==> config.mk <==
export PLATFORM = sky130hd
export DESIGN_NAME = nice_priority_task_scheduler
export DESIGN_NICKNAME = d
export VERILOG_FILES = /design/src/sv/nps_pkg.sv /design/src/sv/nice_priority_task_scheduler.sv
export SDC_FILE = /design/constraint.sdc
export NUM_CORES = 2
export LEC_CHECK = 0
export BUFFER_PORTS_ARGS = -buffer_cell sky130_fd_sc_hd__clkbuf_2
export CAP_MARGIN = 20
export CORE_UTILIZATION = 30
export CTS_CLUSTER_DIAMETER = 40
export DETAILED_ROUTE_END_ITERATION = 16
export PLACE_DENSITY = 0.45
export RECOVER_POWER = 25
export SETUP_SLACK_MARGIN = 0.1
export SYNTH_ARGS = -nofsm -noshare
export SYNTH_HDL_FRONTEND = slang
export SYNTH_SLANG_ARGS = --single-unit
==> constraint.sdc <==
create_clock -name clk -period 5.85 [get_ports clk]
set_clock_uncertainty 0.05 [all_clocks]
set_input_delay 0.585 -clock clk [delete_from_list [all_inputs] [get_ports clk]]
set_output_delay 0.585 -clock clk [all_outputs]
set_load 0.01 [all_outputs]
==> src/sv/nps_pkg.sv <==
// shared constants and types for the nice priority task scheduler
`default_nettype none
package nps_pkg;

    localparam int SLOTS     = 16;
    localparam int SLOT_W    = 4;
    localparam int PID_W     = 5;
    localparam int NICE_W    = 6;
    localparam int PRIO_W    = 6;
    localparam int SLICE_W   = 9;
    localparam int TOTAL_W   = 8;
    localparam int LIVE_W    = 5;
    localparam int DATA_W    = 32;
    localparam int LIMIT_W   = 8;
    localparam int ADDR_W    = 3;
    localparam int DIV_STEPS = 6;

    localparam logic signed [NICE_W-1:0] NICE_MAX = 6'sd19;
    localparam logic signed [NICE_W-1:0] NICE_MIN = -6'sd20;
    localparam logic [PRIO_W-1:0]        PRIO_CAP = 6'd39;
    localparam logic [LIMIT_W-1:0]       SLICE_RESET = 8'd10;
    localparam logic [SLICE_W-1:0]       SLICE_SAT = 9'd511;
    localparam logic [TOTAL_W-1:0]       TOTAL_SAT = 8'd255;

    localparam logic REG_SLICE_LIMIT = 1'b0;

    typedef enum logic [2:0] {
        OP_TICK = 3'd0,
        OP_FORK = 3'd1,
        OP_EXIT = 3'd2,
        OP_WAIT = 3'd3,
        OP_NICE = 3'd4
    } opcode_t;

    typedef enum logic [1:0] {
        TS_READY  = 2'd0,
        TS_RUN    = 2'd1,
        TS_SLEEP  = 2'd2,
        TS_ZOMBIE = 2'd3
    } task_state_t;

    typedef enum logic [1:0] {
        STS_DONE     = 2'd0,
        STS_FULL     = 2'd1,
        STS_NO_CHILD = 2'd2,
        STS_SLEPT    = 2'd3
    } status_t;

endpackage
`default_nettype wire

==> src/sv/nice_priority_task_scheduler.sv <==
// task table with nice based priority scheduler and iterative reschedule
// tick without reschedule, fork and set nice go straight to the done state; a wait that reaps
// passes through the reap state first; a reschedule walks every slot and runs the one shared
// 6 step divider for each used slot with nice above the floor
// one item at a time: in_stall is high from acceptance until the result is registered
// reset: slot zero running with parent one, all else clear, slice limit 10
`default_nettype none
module nice_priority_task_scheduler (
    input  wire logic                            clk,
    input  wire logic                            rst_n,
    input  wire logic                            in_valid,
    output logic                                 in_stall,
    input  wire logic [2:0]                      opcode,
    input  wire logic signed [nps_pkg::DATA_W-1:0] operand_value,
    output logic                                 out_valid,
    input  wire logic                            out_stall,
    output logic [1:0]                           status,
    output logic signed [nps_pkg::DATA_W-1:0]    result_value,
    output logic                                 switched,
    output logic [nps_pkg::PID_W-1:0]            running_pid,
    output logic [nps_pkg::PID_W-1:0]            running_parent_pid,
    output logic [nps_pkg::DATA_W-1:0]           tick_total,
    input  wire logic                            psel,
    input  wire logic                            penable,
    input  wire logic                            pwrite,
    input  wire logic [nps_pkg::ADDR_W-1:0]      paddr,
    input  wire logic [nps_pkg::DATA_W-1:0]      pwdata,
    output logic [nps_pkg::DATA_W-1:0]           prdata,
    output logic                                 pready
);
    import nps_pkg::*;

    typedef enum logic [3:0] {
        S_IDLE,
        S_REAP,
        S_RS_PREP,
        S_RS_SLOT,
        S_RS_DIV,
        S_RS_PICK,
        S_RS_FIN,
        S_DONE
    } state_t;

    state_t                      state_reg;
    logic [LIMIT_W-1:0]          limit_reg;
    logic                        used_reg  [SLOTS];
    task_state_t                 ts_reg    [SLOTS];
    logic [PID_W-1:0]            parent_reg[SLOTS];
    logic signed [NICE_W-1:0]    nice_reg  [SLOTS];
    logic [PRIO_W-1:0]           prio_reg  [SLOTS];
    logic [SLICE_W-1:0]          slice_reg [SLOTS];
    logic [TOTAL_W-1:0]          total_reg [SLOTS];
    logic [DATA_W-1:0]           exit_mem  [SLOTS];
    logic [DATA_W-1:0]           exit_rd_reg;
    logic [SLOT_W-1:0]           cur_reg;
    logic [LIVE_W-1:0]           live_reg;
    logic [DATA_W-1:0]           tick_reg;

    logic [1:0]                  sts_reg;
    logic [DATA_W-1:0]           res_reg;
    logic                        sw_reg;
    logic [SLOT_W-1:0]           reap_reg;

    logic [SLOT_W-1:0]           idx_reg;
    logic [SLOT_W-1:0]           best_reg;
    logic [PRIO_W-1:0]           hi_reg;
    logic [PRIO_W-1:0]           num_reg;
    logic [SLICE_W-1:0]          den_reg;
    logic [SLICE_W-1:0]          rem_reg;
    logic [PRIO_W-1:0]           quo_reg;
    logic [2:0]                  cnt_reg;

    logic [1:0]                  out_sts_reg;
    logic [DATA_W-1:0]           out_res_reg;
    logic                        out_sw_reg;
    logic [PID_W-1:0]            out_pid_reg;
    logic [PID_W-1:0]            out_ppid_reg;
    logic [DATA_W-1:0]           out_tick_reg;
    logic                        out_valid_reg;

    logic                        in_fire;
    logic                        cfg_write;
    logic [PID_W-1:0]            my_pid;
    logic                        free_any;
    logic [SLOT_W-1:0]           free_idx;
    logic                        child_any;
    logic                        zombie_any;
    logic [SLOT_W-1:0]           zombie_idx;
    logic [SLICE_W-1:0]          slice_inc;
    logic [TOTAL_W-1:0]          total_inc;
    logic [PID_W-1:0]            par_pid;
    logic [SLOT_W-1:0]           par_slot;
    logic signed [NICE_W:0]      nice_sum;
    logic signed [NICE_W-1:0]    nice_raised;
    logic signed [NICE_W-1:0]    nice_req;
    logic signed [NICE_W-1:0]    nice_dec;
    logic [SLICE_W:0]            div_trial;
    logic                        div_bit;
    logic [SLICE_W-1:0]          div_rem;
    logic [PRIO_W-1:0]           div_quo;
    logic                        pick_elig;
    logic                        last_slot;

    assign in_fire   = in_valid && (state_reg == S_IDLE);
    assign in_stall  = (state_reg != S_IDLE);
    assign cfg_write = psel && penable && pwrite && pready;
    assign pready    = 1'b1;
    assign prdata    = (paddr[2] == REG_SLICE_LIMIT) ? {{(DATA_W-LIMIT_W){1'b0}}, limit_reg}
                                                     : '0;

    assign my_pid    = PID_W'({1'b0, cur_reg}) + PID_W'(1);
    assign last_slot = (idx_reg == SLOT_W'(SLOTS - 1));

    always_comb
    begin
        free_any   = 1'b0;
        free_idx   = '0;
        child_any  = 1'b0;
        zombie_any = 1'b0;
        zombie_idx = '0;
        for (int i = SLOTS - 1; i >= 0; i--)
        begin
            if (!used_reg[i])
            begin
                free_any = 1'b1;
                free_idx = SLOT_W'(i);
            end
            if (used_reg[i] && (SLOT_W'(i) != cur_reg) && (parent_reg[i] == my_pid))
            begin
                child_any = 1'b1;
                if (ts_reg[i] == TS_ZOMBIE)
                begin
                    zombie_any = 1'b1;
                    zombie_idx = SLOT_W'(i);
                end
            end
        end
    end

    always_comb
    begin
        slice_inc = (slice_reg[cur_reg] == SLICE_SAT) ? SLICE_SAT
                                                      : slice_reg[cur_reg] + SLICE_W'(1);
        total_inc = (total_reg[cur_reg] == TOTAL_SAT) ? TOTAL_SAT
                                                      : total_reg[cur_reg] + TOTAL_W'(1);
        par_pid   = parent_reg[cur_reg];
        par_slot  = SLOT_W'(par_pid - PID_W'(1));

        nice_sum    = {nice_reg[cur_reg][NICE_W-1], nice_reg[cur_reg]}
                    + $signed({2'b00, live_reg});
        nice_raised = (nice_sum > 7'sd19) ? NICE_MAX : nice_sum[NICE_W-1:0];

        if (operand_value > 32'sd19)
            nice_req = NICE_MAX;
        else if (operand_value < -32'sd20)
            nice_req = NICE_MIN;
        else
            nice_req = operand_value[NICE_W-1:0];

        nice_dec = nice_reg[idx_reg] - NICE_W'(1);

        div_trial = {rem_reg, num_reg[PRIO_W-1]};
        div_bit   = (div_trial >= {1'b0, den_reg});
        div_rem   = div_bit ? SLICE_W'(div_trial - {1'b0, den_reg}) : div_trial[SLICE_W-1:0];
        div_quo   = {quo_reg[PRIO_W-2:0], div_bit};

        pick_elig = used_reg[idx_reg]
                 && ((ts_reg[idx_reg] == TS_READY) || (ts_reg[idx_reg] == TS_RUN));
    end

    always_ff @(posedge clk)
    begin
        if (in_fire && (opcode == OP_EXIT))
            exit_mem[cur_reg] <= operand_value;
        exit_rd_reg <= exit_mem[zombie_idx];
    end

    always_ff @(posedge clk or negedge rst_n)
    begin
        if (!rst_n)
        begin
            state_reg     <= S_IDLE;
            limit_reg     <= SLICE_RESET;
            for (int i = 0; i < SLOTS; i++)
            begin
                used_reg[i]   <= (i == 0);
                ts_reg[i]     <= (i == 0) ? TS_RUN : TS_READY;
                parent_reg[i] <= (i == 0) ? PID_W'(1) : '0;
                nice_reg[i]   <= '0;
                prio_reg[i]   <= '0;
                slice_reg[i]  <= '0;
                total_reg[i]  <= '0;
            end
            cur_reg       <= '0;
            live_reg      <= LIVE_W'(1);
            tick_reg      <= '0;
            sts_reg       <= STS_DONE;
            res_reg       <= '0;
            sw_reg        <= 1'b0;
            reap_reg      <= '0;
            idx_reg       <= '0;
            best_reg      <= '0;
            hi_reg        <= '0;
            num_reg       <= '0;
            den_reg       <= '0;
            rem_reg       <= '0;
            quo_reg       <= '0;
            cnt_reg       <= '0;
            out_valid_reg <= 1'b0;
            out_sts_reg   <= STS_DONE;
            out_res_reg   <= '0;
            out_sw_reg    <= 1'b0;
            out_pid_reg   <= '0;
            out_ppid_reg  <= '0;
            out_tick_reg  <= '0;
        end
        else
        begin
            if (cfg_write && (paddr[2] == REG_SLICE_LIMIT))
                limit_reg <= pwdata[LIMIT_W-1:0];

            if (out_valid_reg && !out_stall)
                out_valid_reg <= 1'b0;

            unique case (state_reg)
                S_IDLE:
                begin
                    if (in_fire)
                    begin
                        sts_reg   <= STS_DONE;
                        res_reg   <= '0;
                        sw_reg    <= 1'b0;
                        state_reg <= S_DONE;
                        unique case (opcode)
                            OP_TICK:
                            begin
                                tick_reg           <= tick_reg + DATA_W'(1);
                                slice_reg[cur_reg] <= slice_inc;
                                total_reg[cur_reg] <= total_inc;
                                if (slice_inc > {1'b0, limit_reg})
                                begin
                                    sw_reg    <= 1'b1;
                                    state_reg <= S_RS_PREP;
                                end
                            end
                            OP_FORK:
                            begin
                                if (free_any)
                                begin
                                    used_reg[free_idx]   <= 1'b1;
                                    ts_reg[free_idx]     <= TS_READY;
                                    parent_reg[free_idx] <= my_pid;
                                    nice_reg[free_idx]   <= nice_reg[cur_reg];
                                    prio_reg[free_idx]   <= '0;
                                    slice_reg[free_idx]  <= slice_reg[cur_reg];
                                    total_reg[free_idx]  <= '0;
                                    live_reg             <= live_reg + LIVE_W'(1);
                                    res_reg <= DATA_W'({1'b0, free_idx}) + DATA_W'(1);
                                end
                                else
                                    sts_reg <= STS_FULL;
                            end
                            OP_EXIT:
                            begin
                                if ((ts_reg[cur_reg] != TS_ZOMBIE) && (live_reg != '0))
                                    live_reg <= live_reg - LIVE_W'(1);
                                ts_reg[cur_reg] <= TS_ZOMBIE;
                                if ((par_pid != '0) && (par_pid <= PID_W'(SLOTS))
                                    && (par_slot != cur_reg) && used_reg[par_slot]
                                    && (ts_reg[par_slot] == TS_SLEEP))
                                    ts_reg[par_slot] <= TS_READY;
                                sw_reg    <= 1'b1;
                                state_reg <= S_RS_PREP;
                            end
                            OP_WAIT:
                            begin
                                if (!child_any)
                                    sts_reg <= STS_NO_CHILD;
                                else if (zombie_any)
                                begin
                                    reap_reg  <= zombie_idx;
                                    state_reg <= S_REAP;
                                end
                                else
                                begin
                                    ts_reg[cur_reg] <= TS_SLEEP;
                                    sts_reg         <= STS_SLEPT;
                                    sw_reg          <= 1'b1;
                                    state_reg       <= S_RS_PREP;
                                end
                            end
                            OP_NICE:
                                nice_reg[cur_reg] <= nice_req;
                            default:
                                state_reg <= S_DONE;
                        endcase
                    end
                end
                S_REAP:
                begin
                    res_reg            <= exit_rd_reg;
                    used_reg[reap_reg] <= 1'b0;
                    ts_reg[reap_reg]   <= TS_READY;
                    state_reg          <= S_DONE;
                end
                S_RS_PREP:
                begin
                    if (ts_reg[cur_reg] == TS_RUN)
                        ts_reg[cur_reg] <= TS_READY;
                    nice_reg[cur_reg] <= nice_raised;
                    idx_reg   <= '0;
                    best_reg  <= cur_reg;
                    hi_reg    <= '0;
                    state_reg <= S_RS_SLOT;
                end
                S_RS_SLOT:
                begin
                    if (used_reg[idx_reg] && (nice_reg[idx_reg] > NICE_MIN))
                    begin
                        nice_reg[idx_reg] <= nice_dec;
                        num_reg   <= PRIO_W'(NICE_MAX - nice_dec);
                        den_reg   <= SLICE_W'({1'b0, total_reg[idx_reg]}) + SLICE_W'(1);
                        rem_reg   <= '0;
                        quo_reg   <= '0;
                        cnt_reg   <= '0;
                        state_reg <= S_RS_DIV;
                    end
                    else if (used_reg[idx_reg])
                        state_reg <= S_RS_PICK;
                    else if (last_slot)
                        state_reg <= S_RS_FIN;
                    else
                        idx_reg <= idx_reg + SLOT_W'(1);
                end
                S_RS_DIV:
                begin
                    rem_reg <= div_rem;
                    quo_reg <= div_quo;
                    num_reg <= {num_reg[PRIO_W-2:0], 1'b0};
                    cnt_reg <= cnt_reg + 3'd1;
                    if (cnt_reg == 3'(DIV_STEPS - 1))
                    begin
                        prio_reg[idx_reg] <= (div_quo > PRIO_CAP) ? PRIO_CAP : div_quo;
                        state_reg         <= S_RS_PICK;
                    end
                end
                S_RS_PICK:
                begin
                    if (pick_elig)
                    begin
                        if (prio_reg[idx_reg] > hi_reg)
                        begin
                            best_reg <= idx_reg;
                            hi_reg   <= prio_reg[idx_reg];
                        end
                        else if ((prio_reg[idx_reg] == hi_reg) && (idx_reg != cur_reg))
                            best_reg <= idx_reg;
                    end
                    if (last_slot)
                        state_reg <= S_RS_FIN;
                    else
                    begin
                        idx_reg   <= idx_reg + SLOT_W'(1);
                        state_reg <= S_RS_SLOT;
                    end
                end
                S_RS_FIN:
                begin
                    cur_reg             <= best_reg;
                    slice_reg[best_reg] <= '0;
                    if (ts_reg[best_reg] == TS_READY)
                        ts_reg[best_reg] <= TS_RUN;
                    state_reg <= S_DONE;
                end
                S_DONE:
                begin
                    if (!out_valid_reg || !out_stall)
                    begin
                        out_valid_reg <= 1'b1;
                        out_sts_reg   <= sts_reg;
                        out_res_reg   <= res_reg;
                        out_sw_reg    <= sw_reg;
                        out_pid_reg   <= my_pid;
                        out_ppid_reg  <= parent_reg[cur_reg];
                        out_tick_reg  <= tick_reg;
                        state_reg     <= S_IDLE;
                    end
                end
                default:
                    state_reg <= S_IDLE;
            endcase
        end
    end

    assign out_valid          = out_valid_reg;
    assign status             = out_sts_reg;
    assign result_value       = out_res_reg;
    assign switched           = out_sw_reg;
    assign running_pid        = out_pid_reg;
    assign running_parent_pid = out_ppid_reg;
    assign tick_total         = out_tick_reg;

    // between items the running slot is a live table entry
    a_cur_used: assert property (@(posedge clk) disable iff (!rst_n)
        (state_reg == S_IDLE) |-> used_reg[cur_reg])
        else $error("current slot not in use");

    // between items the current task is never left merely ready
    a_cur_not_ready: assert property (@(posedge clk) disable iff (!rst_n)
        (state_reg == S_IDLE) |-> (ts_reg[cur_reg] != TS_READY))
        else $error("current task left ready");

    a_live_bound: assert property (@(posedge clk) disable iff (!rst_n)
        live_reg <= LIVE_W'(SLOTS))
        else $error("live count above table size");

    a_div_count: assert property (@(posedge clk) disable iff (!rst_n)
        (state_reg == S_RS_DIV) |-> (cnt_reg < 3'(DIV_STEPS)))
        else $error("divider ran past its steps");

    // a reschedule always ends in a registered result with switched set
    a_fin_done: assert property (@(posedge clk) disable iff (!rst_n)
        (state_reg == S_RS_FIN) |=> ((state_reg == S_DONE) && sw_reg))
        else $error("reschedule did not finish");

endmodule
`default_nettype wire
==> run summary <==
The count of pins on the block boundary came out at 189. For the worst setup path, the data required time is between 6000 and 7000 ps. The worst reg2reg path startpoint is cur_reg[0]$_DFFE_PN0P_.

TritonCTS built the clock tree. Counting tap cells, the placed design contains a total of 9142 instances. The hold violation total from the final report is 0. The proportion of register bits with asynchronous set or reset after synthesis is 59.7%. The number of resized instances in the post-cts repair step came out at 0.

The count of state elements after synthesis came out at 1351. The post-CTS repair timing setup buffer count came out at 0. The violation count after the first detailed-routing iteration came out at between 6000 and 7000. The setup TNS is 0 ps. In this run the vertical extent of the chip is 483 um.

Setup repair after global routing left no endpoint under its margin. The number of fill cells is 22500. The gate count after technology mapping came out at 6148. The number of flip-flops in the largest register came out at slightly above 500. For this design, the sink count on the clock tree is 1351. The worst setup path is launched from a register. The commonest non-fill, non-tap cell in the layout is sky130_fd_sc_hd__dfrtp_1.

Across the run, the number of max-cap violations was 2. Clock latency on the worst-skew pair, taken at its later pin, is 910 ps. The synthesized area per cell came out at 11.3 um^2.

The max-slew violation total from the final report came out at 114. The number of placement rows came out at 176. The final reports fail on capacitance limit, slew limit. The final design area excluding fillers came out at approximately 83000 um^2. Yosys printed 0 warnings.

The final standard cell count with taps included and fillers excluded is 9619. The die boundary width is 483 um. The part of the Yosys area used for sequential elements came out at 52.1%. The ratio of total power to cell area is 485 nW/um^2.

The maximum root-to-sink buffer count is 3. The end of the worst register-to-register path is nice_reg[57]$_DFFE_PN0P_. In this run the tool buffered the top-level ports with 137 buffer cells. The setup path with the least slack is of type register to register. The antenna violation net count after detailed routing came out at 0.

The maximum fanout encountered on the critical timing path came out at 23. The data arrival at the endpoint of the critical path came out at roughly 6000 ps. The count of TritonRoute iterations in the first routing pass came out at 8. The flop-to-flop setup slack came out at 490 ps. The total of endpoints with negative setup slack in the final report came out at 0. The number of nets in the final layout is about 6500. The maximum resistive drop on vdd came out at 0.345 mV. The run finished, with violations left. The capturing element type of the critical path is a register. Entering global routing, the biggest net connects around 150 pins. The detail-routed via count per cell is approximately 5.8. The buffer type at the clock tree root is sky130_fd_sc_hd__clkbuf_16.

The overall track demand over capacity in global routing is a little under a quarter. Dividing the detail-routed wire length by the instance count gives about 30 um. The top cell types in the final layout, fill and taps aside, are sky130_fd_sc_hd__dfrtp_1 (793), sky130_fd_sc_hd__nand2_1 (757), sky130_fd_sc_hd__edfxtp_1 (512).

The highest clock frequency the design can meet came out at 187 MHz. Routability-driven placement finished with a final weighted congestion of 0.974. The class of the most critical hold timing path is input port to register. The signed area change from the synthesized netlist to the final layout came out at 20.0%. The initial antenna violation count is 20. The area of the placeable core is 230000 um^2. The residual overflow from global routing is 0. The synthesized design contains 512 enable-type register cells. The transition time at the pin with the least slew margin came out at about 4700 ps. The path with the worst hold slack has its endpoint at sw_reg$_DFFE_PN0P_. The area of the mapped netlist is 69500 um^2.

In this run the number of H-tree levels came out at 4. The half-perimeter wire length after detailed placement came out at 191000 um. The register clock-pin slew on the reported worst setup and hold paths came out at 50 ps.

The length in cells of the worst reg-to-reg path is 19. The CTS buffer count is 237. The cell depth of the worst min-delay path is 3. The first global-routing pass estimated 408000 um of wire.

The floorplan step defined a die boundary enclosing 234000 um^2. The worst path in the final design needs a cycle of 5360 ps, including I/O delays and setup. Yosys mapped the design onto 114 distinct sky130hd cell types. The worst relative slew slack is -214%. The total detailed-routing wirelength came out at 284000 um.

The number of remaining DRC errors came out at 0. The startpoint identified for the worst hold timing path is opcode[2]. In this run the static leakage power is roughly 0.032 uW. The initial utilization of the core area, before any placement, comes to a little under a third. The flip-flop cell with the highest count after synthesis is sky130_fd_sc_hd__dfrtp_1. The fraction of layout instances using a drive strength above 1 came out at around a fifth. The final critical-path share of the clock period is 91.6%. In this run, post-CTS hold repair placed 9 buffers. The overall via count from detail_route came out at between 50000 and 60000.

The cell area reported after detailed placement is 74700 um^2. The via count of the first global-routing pass was between 50000 and 60000.
[metrics by stage]
| stage | utilization, % | worst slack (ps) | hold WS, ps | total power (uW) |
|---|---|---|---|---|
| after global routing | 36.3 | 148 | 141 | 41800 |
| after global placement | 32.4 | 389 | 374 | 25300 |
| final | 36.3 | 491 | 157 | 40400 |
| after detailed placement | 32.4 | 562 | 380 | 25300 |
| after CTS | 36.3 | 547 | 0.820 | 40300 |
| after floorplan | - | 501 | 239 | 19600 |
[synth_stat cells, types with 90 or more instances]
cell type | count | area [um^2]
sky130_fd_sc_hd__a21oi_1 | 231 | 1160
sky130_fd_sc_hd__a22o_1 | 231 | 2020
sky130_fd_sc_hd__buf_2 | 98 | 490
sky130_fd_sc_hd__clkbuf_1 | 305 | 1140
sky130_fd_sc_hd__dfrtp_1 | 801 | 20000
sky130_fd_sc_hd__edfxtp_1 | 512 | 15400
sky130_fd_sc_hd__inv_1 | 90 | 338
sky130_fd_sc_hd__mux2_2 | 130 | 1460
sky130_fd_sc_hd__mux2i_1 | 141 | 1410
sky130_fd_sc_hd__mux4_2 | 249 | 5610
sky130_fd_sc_hd__nand2_1 | 761 | 2860
sky130_fd_sc_hd__nand3_1 | 181 | 906
sky130_fd_sc_hd__nor2_1 | 335 | 1260
sky130_fd_sc_hd__o21ai_0 | 450 | 2250
sky130_fd_sc_hd__o22ai_1 | 258 | 1610
[report_power, final]
part	internal [uW]	switching, uW	total (uW)
Combinational	4700	9010	13700
Clock	9380	5440	14800
Sequential	10600	1280	11900
[critical path, stage by stage (launching register included)]
cell and delay [ps]:
sky130_fd_sc_hd__dfrtp_4 780, sky130_fd_sc_hd__buf_12 310, sky130_fd_sc_hd__mux4_2 580, sky130_fd_sc_hd__mux2_2 340, sky130_fd_sc_hd__o21ai_1 170, sky130_fd_sc_hd__inv_1 130
sky130_fd_sc_hd__ha_1 210, sky130_fd_sc_hd__inv_1 70, sky130_fd_sc_hd__fa_1 210, sky130_fd_sc_hd__nor2b_1 60, sky130_fd_sc_hd__o21a_1 170, sky130_fd_sc_hd__or3_1 340
sky130_fd_sc_hd__o211ai_1 140, sky130_fd_sc_hd__nand2_1 110, sky130_fd_sc_hd__o211ai_2 170, sky130_fd_sc_hd__buf_4 160, sky130_fd_sc_hd__nand2_1 70, sky130_fd_sc_hd__o21ai_1 680
sky130_fd_sc_hd__a222oi_1 250, sky130_fd_sc_hd__o21ai_0 220
[cells by family (layout without fill, tap and decap cells)]
kind of cell	after synthesis	after routing	share of synthesized area, %
adder cells (fa/ha/maj)	60	60	1.11
flip-flops	1351	1351	52.1
XOR/XNOR	151	151	2.31
multiplexers	527	527	12.3
other	2	33	0.0108
buffers and inverters	604	1018	3.98
AND/OR/NAND/NOR	1711	1711	11.4
AO/OA/AOI/OAI	1742	1742	16.8
[worst max path at each step]
| stage | from | to | cells after the start |
|---|---|---|---|
| final | cur_reg[0]$_DFFE_PN0P_ | nice_reg[57]$_DFFE_PN0P_ | 19 |
| after global routing | rst_n | ts_reg[17]$_DFFE_PN0P_ | 4 |
| after CTS | cur_reg[0]$_DFFE_PN0P_ | state_reg[2]$_DFFE_PN0P_ | 19 |
| after detailed placement | cur_reg[0]$_DFFE_PN0P_ | state_reg[2]$_DFFE_PN0P_ | 19 |
| after global placement | cur_reg[0]$_DFFE_PN0P_ | state_reg[2]$_DFFE_PN0P_ | 19 |
| after floorplan | cur_reg[0]$_DFFE_PN0P_ | nice_reg[76]$_DFFE_PN0P_ | 21 |
[metal layers]
| layer | wire, um | vias up | GRT usage, % |
|---|---|---|---|
| met4 | 11900 | 14 | 9.79 |
| met3 | 25100 | 633 | 5.65 |
| met2 | 126000 | 2795 | 36.1 |
| met1 | 121000 | 28700 | 32.3 |
| met5 | 88 | - | 0 |
| li1 | - | 23900 | - |
[layout make-up]
cell class / count / area (um^2) / area share [%]
antenna: 8 / 20.0 / 0.0240
multi-input combinational: 4216 / 30900 / 37.0
sequential: 1351 / 36200 / 43.4
inverter: 94 / 353 / 0.423
clock buffer: 276 / 6320 / 7.58
tap: 3026 / 3790 / 4.54
timing repair buffer: 471 / 3460 / 4.15
clock inverter: 177 / 2370 / 2.85
No activity file was read; power rests on OpenSTA's default activity.
